[src/assert_macros.svh]
// assertion macros used by the rtl files (lslp_window)
`ifndef ASSERT_MACROS_SVH
`define ASSERT_MACROS_SVH

// cond in this cycle implies expr in the next cycle
`define ASSERT_NEXT(label, clk, rst, cond, expr) \
  label: assert property (@(posedge clk) disable iff (rst) (cond) |=> (expr)) \
    else $error("%m: next-cycle check failed");

// cond implies expr in the same cycle
`define ASSERT_NOW(label, clk, rst, cond, expr) \
  label: assert property (@(posedge clk) disable iff (rst) (cond) |-> (expr)) \
    else $error("%m: same-cycle check failed");

`endif

[src/lslp_pkg.sv]
// constants, types and tap weights of the least-squares linear predictor
package lslp_pkg;

  localparam int WindowLen = 8;
  localparam int HistLen   = WindowLen - 1;
  localparam int SampleW   = 32;
  localparam int WeightW   = 18;
  localparam int FracBits  = 16;
  localparam int ProdW     = SampleW + WeightW;
  localparam int AccW      = ProdW + $clog2(WindowLen) + 1;
  localparam int GroupSize = 8;
  localparam int NumGroups = (WindowLen + GroupSize - 1) / GroupSize;
  localparam int PadLen    = NumGroups * GroupSize;

  localparam longint WeightScale = 64'sd131072;
  localparam longint WeightDen   = longint'(WindowLen) * longint'(WindowLen - 1);
  localparam longint WeightHalf  = WeightDen / 2;

  typedef logic signed [SampleW-1:0] sample_t;
  typedef logic signed [WeightW-1:0] weight_t;
  typedef logic signed [ProdW-1:0]   prod_t;
  typedef logic signed [AccW-1:0]    acc_t;

  localparam acc_t RoundBias = acc_t'(longint'(1) << (FracBits - 1));
  localparam acc_t SatMax    = acc_t'((longint'(1) << (SampleW - 1)) - 1);
  localparam acc_t SatMin    = acc_t'(-(longint'(1) << (SampleW - 1)));

  // q.16 weight of tap idx, rounded to nearest with ties away from zero
  function automatic weight_t tap_weight(input int idx);
    longint num;
    longint q;
    num = WeightScale * (3 * longint'(idx) - longint'(WindowLen) + 1);
    if (num >= 0) begin
      q = (num + WeightHalf) / WeightDen;
    end else begin
      q = -((-num + WeightHalf) / WeightDen);
    end
    return weight_t'(q);
  endfunction

endpackage

[src/lslp_in_if.sv]
// sample channel: valid/ready handshake with one signed sample
interface lslp_in_if;
  logic               valid;
  logic               ready;
  lslp_pkg::sample_t  sample;

  modport source (output valid, output sample, input ready);
  modport sink   (input valid, input sample, output ready);
endinterface

[src/lslp_out_if.sv]
// prediction channel: valid/ready handshake with one signed prediction
interface lslp_out_if;
  logic               valid;
  logic               ready;
  lslp_pkg::sample_t  predicted;

  modport source (output valid, output predicted, input ready);
  modport sink   (input valid, input predicted, output ready);
endinterface

[src/lslp_window.sv]
// sample history and registered window of taps
`include "assert_macros.svh"

module lslp_window (
  input  logic                clk,
  input  logic                rst,
  lslp_in_if.sink             samples,
  output logic                win_valid,
  input  logic                win_ready,
  output lslp_pkg::sample_t   window [lslp_pkg::WindowLen]
);

  lslp_pkg::sample_t history [lslp_pkg::HistLen];
  logic              accept;

  assign samples.ready = !win_valid || win_ready;
  assign accept        = samples.valid && samples.ready;

  always_ff @(posedge clk) begin
    if (rst) begin
      win_valid <= 1'b0;
      for (int k = 0; k < lslp_pkg::HistLen; k++) begin
        history[k] <= '0;
      end
    end else begin
      if (accept) begin
        win_valid <= 1'b1;
      end else if (win_ready) begin
        win_valid <= 1'b0;
      end
      if (accept) begin
        for (int k = 0; k < lslp_pkg::HistLen - 1; k++) begin
          history[k] <= history[k+1];
        end
        history[lslp_pkg::HistLen-1] <= samples.sample;
      end
    end
  end

  // window snapshot: oldest first, new sample last
  always_ff @(posedge clk) begin
    if (accept) begin
      for (int k = 0; k < lslp_pkg::HistLen; k++) begin
        window[k] <= history[k];
      end
      window[lslp_pkg::HistLen] <= samples.sample;
    end
  end

  `ASSERT_NEXT(a_win_takes_sample, clk, rst, accept, win_valid && window[lslp_pkg::HistLen] == $past(samples.sample))
  `ASSERT_NEXT(a_hist_newest, clk, rst, accept, history[lslp_pkg::HistLen-1] == window[lslp_pkg::HistLen])
  `ASSERT_NEXT(a_hist_hold, clk, rst, !accept, $stable(history[0]) && $stable(history[lslp_pkg::HistLen-1]))
  `ASSERT_NEXT(a_win_hold, clk, rst, win_valid && !win_ready, win_valid && $stable(window[0]))

endmodule

[src/lslp_mac.sv]
// constant-weight products and grouped partial sums, two register stages
module lslp_mac (
  input  logic                clk,
  input  logic                rst,
  input  logic                win_valid,
  output logic                win_ready,
  input  lslp_pkg::sample_t   window [lslp_pkg::WindowLen],
  output logic                grp_valid,
  input  logic                grp_ready,
  output lslp_pkg::acc_t      group_sum [lslp_pkg::NumGroups]
);

  logic              prod_valid;
  logic              prod_ready;
  logic              grp_take;
  lslp_pkg::prod_t   prod [lslp_pkg::WindowLen];
  lslp_pkg::prod_t   prod_pad [lslp_pkg::PadLen];
  lslp_pkg::acc_t    group_next [lslp_pkg::NumGroups];

  // partial-sum stage loads when empty or when its contents move on
  assign grp_take   = !grp_valid || grp_ready;
  assign prod_ready = !prod_valid || grp_take;
  assign win_ready  = prod_ready;

  always_ff @(posedge clk) begin
    if (rst) begin
      prod_valid <= 1'b0;
      grp_valid  <= 1'b0;
    end else begin
      if (prod_ready) begin
        prod_valid <= win_valid;
      end
      if (grp_take) begin
        grp_valid <= prod_valid;
      end
    end
  end

  // one constant multiplier per tap
  for (genvar k = 0; k < lslp_pkg::WindowLen; k++) begin : g_tap
    localparam lslp_pkg::weight_t TapWeight = lslp_pkg::tap_weight(k);
    always_ff @(posedge clk) begin
      if (prod_ready && win_valid) begin
        prod[k] <= window[k] * TapWeight;
      end
    end
  end

  for (genvar i = 0; i < lslp_pkg::PadLen; i++) begin : g_pad
    if (i < lslp_pkg::WindowLen) begin : g_real
      assign prod_pad[i] = prod[i];
    end else begin : g_zero
      assign prod_pad[i] = '0;
    end
  end

  always_comb begin
    for (int g = 0; g < lslp_pkg::NumGroups; g++) begin
      group_next[g] = '0;
      for (int j = 0; j < lslp_pkg::GroupSize; j++) begin
        group_next[g] = group_next[g]
                      + lslp_pkg::acc_t'(prod_pad[g*lslp_pkg::GroupSize + j]);
      end
    end
  end

  always_ff @(posedge clk) begin
    if (grp_take && prod_valid) begin
      for (int g = 0; g < lslp_pkg::NumGroups; g++) begin
        group_sum[g] <= group_next[g];
      end
    end
  end

endmodule

[src/lslp_round.sv]
// final sum, round half-up, saturate and output register
module lslp_round (
  input  logic                clk,
  input  logic                rst,
  input  logic                grp_valid,
  output logic                grp_ready,
  input  lslp_pkg::acc_t      group_sum [lslp_pkg::NumGroups],
  lslp_out_if.source          predictions
);

  logic               valid;
  lslp_pkg::sample_t  predicted;
  lslp_pkg::sample_t  predicted_next;
  lslp_pkg::acc_t     total;
  lslp_pkg::acc_t     shifted;

  assign grp_ready             = !valid || predictions.ready;
  assign predictions.valid     = valid;
  assign predictions.predicted = predicted;

  always_comb begin
    total = lslp_pkg::RoundBias;
    for (int g = 0; g < lslp_pkg::NumGroups; g++) begin
      total = total + group_sum[g];
    end
    shifted = total >>> lslp_pkg::FracBits;
    if (shifted > lslp_pkg::SatMax) begin
      predicted_next = lslp_pkg::SatMax[lslp_pkg::SampleW-1:0];
    end else if (shifted < lslp_pkg::SatMin) begin
      predicted_next = lslp_pkg::SatMin[lslp_pkg::SampleW-1:0];
    end else begin
      predicted_next = shifted[lslp_pkg::SampleW-1:0];
    end
  end

  always_ff @(posedge clk) begin
    if (rst) begin
      valid <= 1'b0;
    end else if (grp_ready) begin
      valid <= grp_valid;
    end
  end

  always_ff @(posedge clk) begin
    if (grp_ready && grp_valid) begin
      predicted <= predicted_next;
    end
  end

endmodule

[src/least_squares_linear_predictor_top.sv]
// top level of the least-squares linear predictor
//
// samples: sink channel, one signed 32-bit position sample per transaction
// predictions: source channel, one signed 32-bit prediction per transaction,
//   the least-squares line through the last eight samples taken one step ahead
// every accepted sample gives exactly one prediction, in order
// pipeline: window register, product register, partial-sum register and
//   output register
// throughput: one sample per cycle while the receiver is ready, set by the
//   four-stage register pipeline (one constant multiplier per tap)
// each stage holds while the stage after it is full and stalled, so bubbles
//   close up and a new sample is taken while a prediction waits
// a stalled receiver fills the pipeline after four transactions, then
//   samples.ready drops until predictions are taken
// reset clears the history to zero (those zeros act as real samples in the
//   first fits) and empties every pipeline stage
module least_squares_linear_predictor_top (
  input  logic        clk,
  input  logic        rst,
  lslp_in_if.sink     samples,
  lslp_out_if.source  predictions
);

  // window stage to multiply stage
  logic               win_valid;
  logic               win_ready;
  lslp_pkg::sample_t  window [lslp_pkg::WindowLen];

  // partial-sum stage to output stage
  logic               grp_valid;
  logic               grp_ready;
  lslp_pkg::acc_t     group_sum [lslp_pkg::NumGroups];

  // history shift and snapshot of the full window per sample
  lslp_window u_window (
    .clk       (clk),
    .rst       (rst),
    .samples   (samples),
    .win_valid (win_valid),
    .win_ready (win_ready),
    .window    (window)
  );

  // constant-weight taps and partial sums of up to eight products
  lslp_mac u_mac (
    .clk       (clk),
    .rst       (rst),
    .win_valid (win_valid),
    .win_ready (win_ready),
    .window    (window),
    .grp_valid (grp_valid),
    .grp_ready (grp_ready),
    .group_sum (group_sum)
  );

  // q.16 rounding and clamp to the 32-bit range
  lslp_round u_round (
    .clk         (clk),
    .rst         (rst),
    .grp_valid   (grp_valid),
    .grp_ready   (grp_ready),
    .group_sum   (group_sum),
    .predictions (predictions)
  );

endmodule
[src/flat_wrapper.sv]
// flat-port wrapper written by rule: the top's interface ports become plain ports
module least_squares_linear_predictor_top_flat 
  (clk, rst, samples_valid, samples_sample, samples_ready, predictions_valid, predictions_predicted, predictions_ready);
  lslp_in_if samples_i ();
  lslp_out_if predictions_i ();
  input  logic clk;
  input  logic rst;
  input wire logic [$bits(samples_i.valid)-1:0] samples_valid;
  input wire logic [$bits(samples_i.sample)-1:0] samples_sample;
  output wire logic [$bits(samples_i.ready)-1:0] samples_ready;
  output wire logic [$bits(predictions_i.valid)-1:0] predictions_valid;
  output wire logic [$bits(predictions_i.predicted)-1:0] predictions_predicted;
  input wire logic [$bits(predictions_i.ready)-1:0] predictions_ready;
  assign samples_i.valid = samples_valid;
  assign samples_i.sample = samples_sample;
  assign samples_ready = samples_i.ready;
  assign predictions_valid = predictions_i.valid;
  assign predictions_predicted = predictions_i.predicted;
  assign predictions_i.ready = predictions_ready;
  least_squares_linear_predictor_top u_core (.clk(clk), .rst(rst), .samples(samples_i), .predictions(predictions_i));
endmodule
[config.mk]
export PLATFORM = sky130hd
export DESIGN_NAME = least_squares_linear_predictor_top_flat
export DESIGN_NICKNAME = d
export VERILOG_FILES = /design/src/lslp_pkg.sv /design/src/lslp_in_if.sv /design/src/lslp_out_if.sv /design/src/lslp_window.sv /design/src/lslp_mac.sv /design/src/lslp_round.sv /design/src/least_squares_linear_predictor_top.sv /design/src/flat_wrapper.sv
export VERILOG_INCLUDE_DIRS = /design/src /design/src/src
export SDC_FILE = /design/constraint.sdc
export NUM_CORES = 2
export LEC_CHECK = 0
export BUFFER_PORTS_ARGS = -buffer_cell sky130_fd_sc_hd__buf_2
export CORE_ASPECT_RATIO = 1.75
export CORE_MARGIN = 3
export CORE_UTILIZATION = 65
export CTS_BUF_LIST = sky130_fd_sc_hd__clkbuf_4 sky130_fd_sc_hd__clkbuf_8 sky130_fd_sc_hd__clkbuf_16
export DETAILED_ROUTE_END_ITERATION = 6
export GPL_TIMING_DRIVEN = 0
export MAX_ROUTING_LAYER = met4
export PLACE_DENSITY = 0.89
export SLEW_MARGIN = 20
export SYNTH_ARGS = -nofsm -noshare
export SYNTH_HDL_FRONTEND = slang
export SYNTH_SLANG_ARGS = --single-unit
[constraint.sdc]
create_clock -name clk -period 41.8 [get_ports clk]
set_clock_uncertainty 0.15 [all_clocks]
set_input_delay 2.09 -clock clk [delete_from_list [all_inputs] [get_ports clk]]
set_output_delay 2.09 -clock clk [all_outputs]
set_load 0.05 [all_outputs]
==> results by group <==
Clocking
  • Post-CTS Setup Bufs: 0
  • Sinks on Clock Net: about 900
  • Htree depth: 3
  • Max clock buf depth: 3
  • Resized cells post-CTS: 0
  • Clk_lat worst skew: 0.70 ns
  • TritonCTS Buffers: 85
  • Clock transition at path regs: ~0.07 ns
  • Hold_buf cts: 0
  • CTS tree: done
  • CTS root buffer: clkbuf_16

Synthesis
  • Seq/Total Area, Yosys: 0.303
  • Synth Register Bits: between 900 and 1,000
  • Post-Syn Area: ~89,000 um^2
  • Distinct cells, synth: 87
  • Mapped Cells: approximately 7,800
  • Asr flop ratio synth: 0
  • Synth Flop Type: edfxtp_1
  • Syn_area_per_cell: 11.4 um^2
  • EDFF count, synth: between 800 and 900
  • YS warnings: 0
  • Post-Syn Nets: a little over 10,000

Critical path
  • CP endpoint kind: flip-flop
  • FF-to-FF setup slack: roughly 34 ns
  • Crit-path leading delay family: adder cells
  • Worst reg2reg path startpoint: u_core.u_window.window[203]$_DFFE_PP_
  • Worst EP required: about 42 ns
  • Setup CP Type: flip-flop to flip-flop
  • CP Cell Sequence: fa_1, inv_1, fa_1, inv_1, fa_1, fa_1, fa_1, inv_1, fa_1, inv_1, ha_1, o21a_1, a211oi_1, o21bai_1, o211ai_1, a31oi_1, a31oi_1, o31ai_1, a21oi_1, o21ai_1, xor2_1
  • Worst EP arrival: roughly 8.3 ns
  • Critical Path Sink: u_core.u_mac.prod[0][95]$_DFFE_PP_
  • CP max FO: 7
  • RR Endpoint: u_core.u_mac.prod[0][95]$_DFFE_PP_
  • CP max stage cell: fa_1
  • Buffers plus inverters on the worst setup path: 4
  • Worst path max stage delay: 0.64 ns
  • Most Frequent Cell on Critical Path: fa_1
  • Critical path origin: u_core.u_window.window[203]$_DFFE_PP_
  • Reg2reg path depth: 21
  • CP Depth: 21
  • Startpoint Class: flip-flop

STA
  • Worst-Margin Slew: between 1 and 1.5 ns
  • Maximum clock rate: between 100 and 150 MHz
  • Final Setup Violations: 0
  • Max-slew violations: 0
  • Final Hold Vio Count: 0
  • RSZ-0062 raised after global routing: no
  • Final Cycle Share: 0.192
  • Tmin final: between 8 and 9 ns
  • Setup ws final: about 34 ns
  • Setup_tns: 0 ns
  • Max transition margin: 0.185

Final layout
  • Area grow syn2layout: 6.88%
  • Final nets: 10,400
  • Layout cells sized above 1: 0.0370
  • Commonest non-fill, non-tap cell in the layout: inv_1
  • Layout fillers: around 9,800
  • Design Area, Final: about 95,000 um^2
  • Most frequent cells in the layout: inv_1 (2,182), fa_1 (1,303), ha_1 (1,035), edfxtp_1 (898), a21oi_1 (280)
  • Fin util: 0.701

Global routing
  • Antenna violations before repair: 12
  • Largest net degree at the start of global routing: 72
  • Gr ovfl total: 0
  • GRT Util Overall: 0.360
  • Number of global-route vias before repair: 63,700
  • First-pass GRT wire length: about 360 mm

Route
  • DRT iter0 DRCs: ~3,800
  • Pre-antenna DRT Iters: 7
  • Post-DR wirelength/cell: about 25 um
  • Final WL: around 240 mm
  • Routed Antenna Nets: 0
  • # DRC: 0
  • DR vias: around 57,000
  • Vias/cell: 5.79

Run
  • Max_cap viols: 0

Place
  • Post-DP HPWL: approximately 200 mm
  • Pre-CTS WS: ~34 ns
  • Cell Area, Placed: 92,500 um^2
  • PortBufs: a little under 70
  • Final Wtd Congestion: 1.01

Die
  • Die Span Y: approximately 500 um
  • Placement Rows: about 180
  • Die X-Extent: 286 um
  • Die area: approximately 140,000 um^2
  • Core Area: around 140,000 um^2
  • I/O pins: 70
  • Initial core utilization: 0.656

Outcome
  • Status: finished, final reports clean

Hold path
  • Hold/Removal Path Class: flip-flop to flip-flop
## worst min path at each step
stage / startpoint / end / slack [ns] / cells past startpoint
global route: u_core.u_window.history[0][25]$_SDFFCE_PN0P_ / u_core.u_window.window[249]$_DFFE_PP_ / 0.28 / 0
finish: u_core.u_window.history[0][17]$_SDFFCE_PN0P_ / u_core.u_window.window[241]$_DFFE_PP_ / 0.27 / 0
CTS: u_core.u_window.history[0][28]$_SDFFCE_PN0P_ / u_core.u_window.window[252]$_DFFE_PP_ / 0.27 / 0
global placement: u_core.u_window.history[0][2]$_SDFFCE_PN0P_ / u_core.u_window.window[226]$_DFFE_PP_ / 0.26 / 0
detailed placement: u_core.u_window.history[0][14]$_SDFFCE_PN0P_ / u_core.u_window.window[238]$_DFFE_PP_ / 0.26 / 0
floorplan: u_core.u_window.window[0]$_DFFE_PP_ / u_core.u_mac.prod[1][165]$_DFFE_PP_ / 0.25 / 0
## logic make-up after synthesis
logic type | share of synthesized area
XOR/XNOR | 0.0381
AO/OA/AOI/OAI | 0.0661
buffers and inverters | 0.0956
AND/OR/NAND/NOR | 0.0580
flip-flops | 0.303
multiplexers | 0.00246
adder cells (fa/ha/maj) | 0.437
## registers in the layout, summed over array words and instances (netlist names)
register and flops:
u_core.u_mac.group_sum 39, u_core.u_mac.grp_valid 1, u_core.u_mac.prod 347, u_core.u_mac.prod_valid 1, u_core.u_round.predictions.predicted 32, u_core.u_round.predictions.valid 1, u_core.u_window.history 224, u_core.u_window.win_valid 1
u_core.u_window.window 256
## through the flow
step	instances	hold WS, ns
detailed placement	9728	0.255
CTS	9882	0.270
global placement	9705	0.256
finish	9885	0.273
floorplan	7826	0.250
global route	9884	0.279
## synthesized netlist by cell type (11+ instances only)
library cell | instances | area [um^2]
xor2_1 | 129 | 1130
nand3_1 | 71 | 355
nand2b_1 | 31 | 194
ha_1 | 1035 | 12900
a211oi_1 | 30 | 225
inv_1 | 2184 | 8200
clkbuf_1 | 74 | 278
a21boi_0 | 14 | 105
a21oi_1 | 280 | 1400
fa_1 | 1303 | 26100
a21o_1 | 149 | 1120
nor4_1 | 11 | 68.8
a31o_2 | 13 | 114
o21bai_1 | 31 | 233
or3_1 | 12 | 75.1
nand2_1 | 186 | 698
o211ai_1 | 21 | 158
o31ai_1 | 16 | 120
edfxtp_1 | 898 | 27000
nand4_1 | 44 | 275
xnor2_1 | 260 | 2280
o21a_1 | 46 | 345
and2_1 | 210 | 1310
nor3_1 | 60 | 300
nor2_1 | 201 | 754
o21ai_0 | 142 | 711
a31oi_1 | 39 | 244
or2_2 | 13 | 81.3
mux2i_1 | 16 | 160
o21ai_1 | 37 | 185
and3_1 | 37 | 231
nor2b_1 | 64 | 400
## worst register-to-register path, cell delays in order (launching register included)
cell and delay [ns]:
edfxtp_1 0.59, fa_1 0.64, inv_1 0.07, fa_1 0.53, inv_1 0.06, fa_1 0.48, fa_1 0.56, fa_1 0.52
inv_1 0.05, fa_1 0.51, inv_1 0.04, ha_1 0.35, o21a_1 0.14, a211oi_1 0.47, o21bai_1 0.23, o211ai_1 0.49
a31oi_1 0.33, a31oi_1 0.61, o31ai_1 0.16, a21oi_1 0.35, o21ai_1 0.12, xor2_1 0.35
## routing by layer
layer	vias to the layer above	GRT usage	routed length, um
met5	-	-	0
met4	0	0.215	18000
met3	836	0.0303	10500
met2	2124	0.672	134000
met1	29000	0.366	80200
li1	25300	-	-
## cell type report
| type | count | area [um^2] | share of cell area |
|---|---|---|---|
| diodes | 2 | 5.00 | 0.0000524 |
| plain buffers | 80 | 343 | 0.00359 |
| clock buffers | 97 | 2290 | 0.0240 |
| clock inverters | 57 | 663 | 0.00694 |
| inverters | 2185 | 8210 | 0.0860 |
| multi-input cells | 4659 | 53800 | 0.563 |
| flip-flops and latches | 902 | 27000 | 0.283 |
| well taps | 1810 | 2260 | 0.0237 |
| repair buffers | 93 | 885 | 0.00926 |
Power is not shown: default switching activity piles up to over one toggle a cycle in this logic, so the estimate is an artifact.
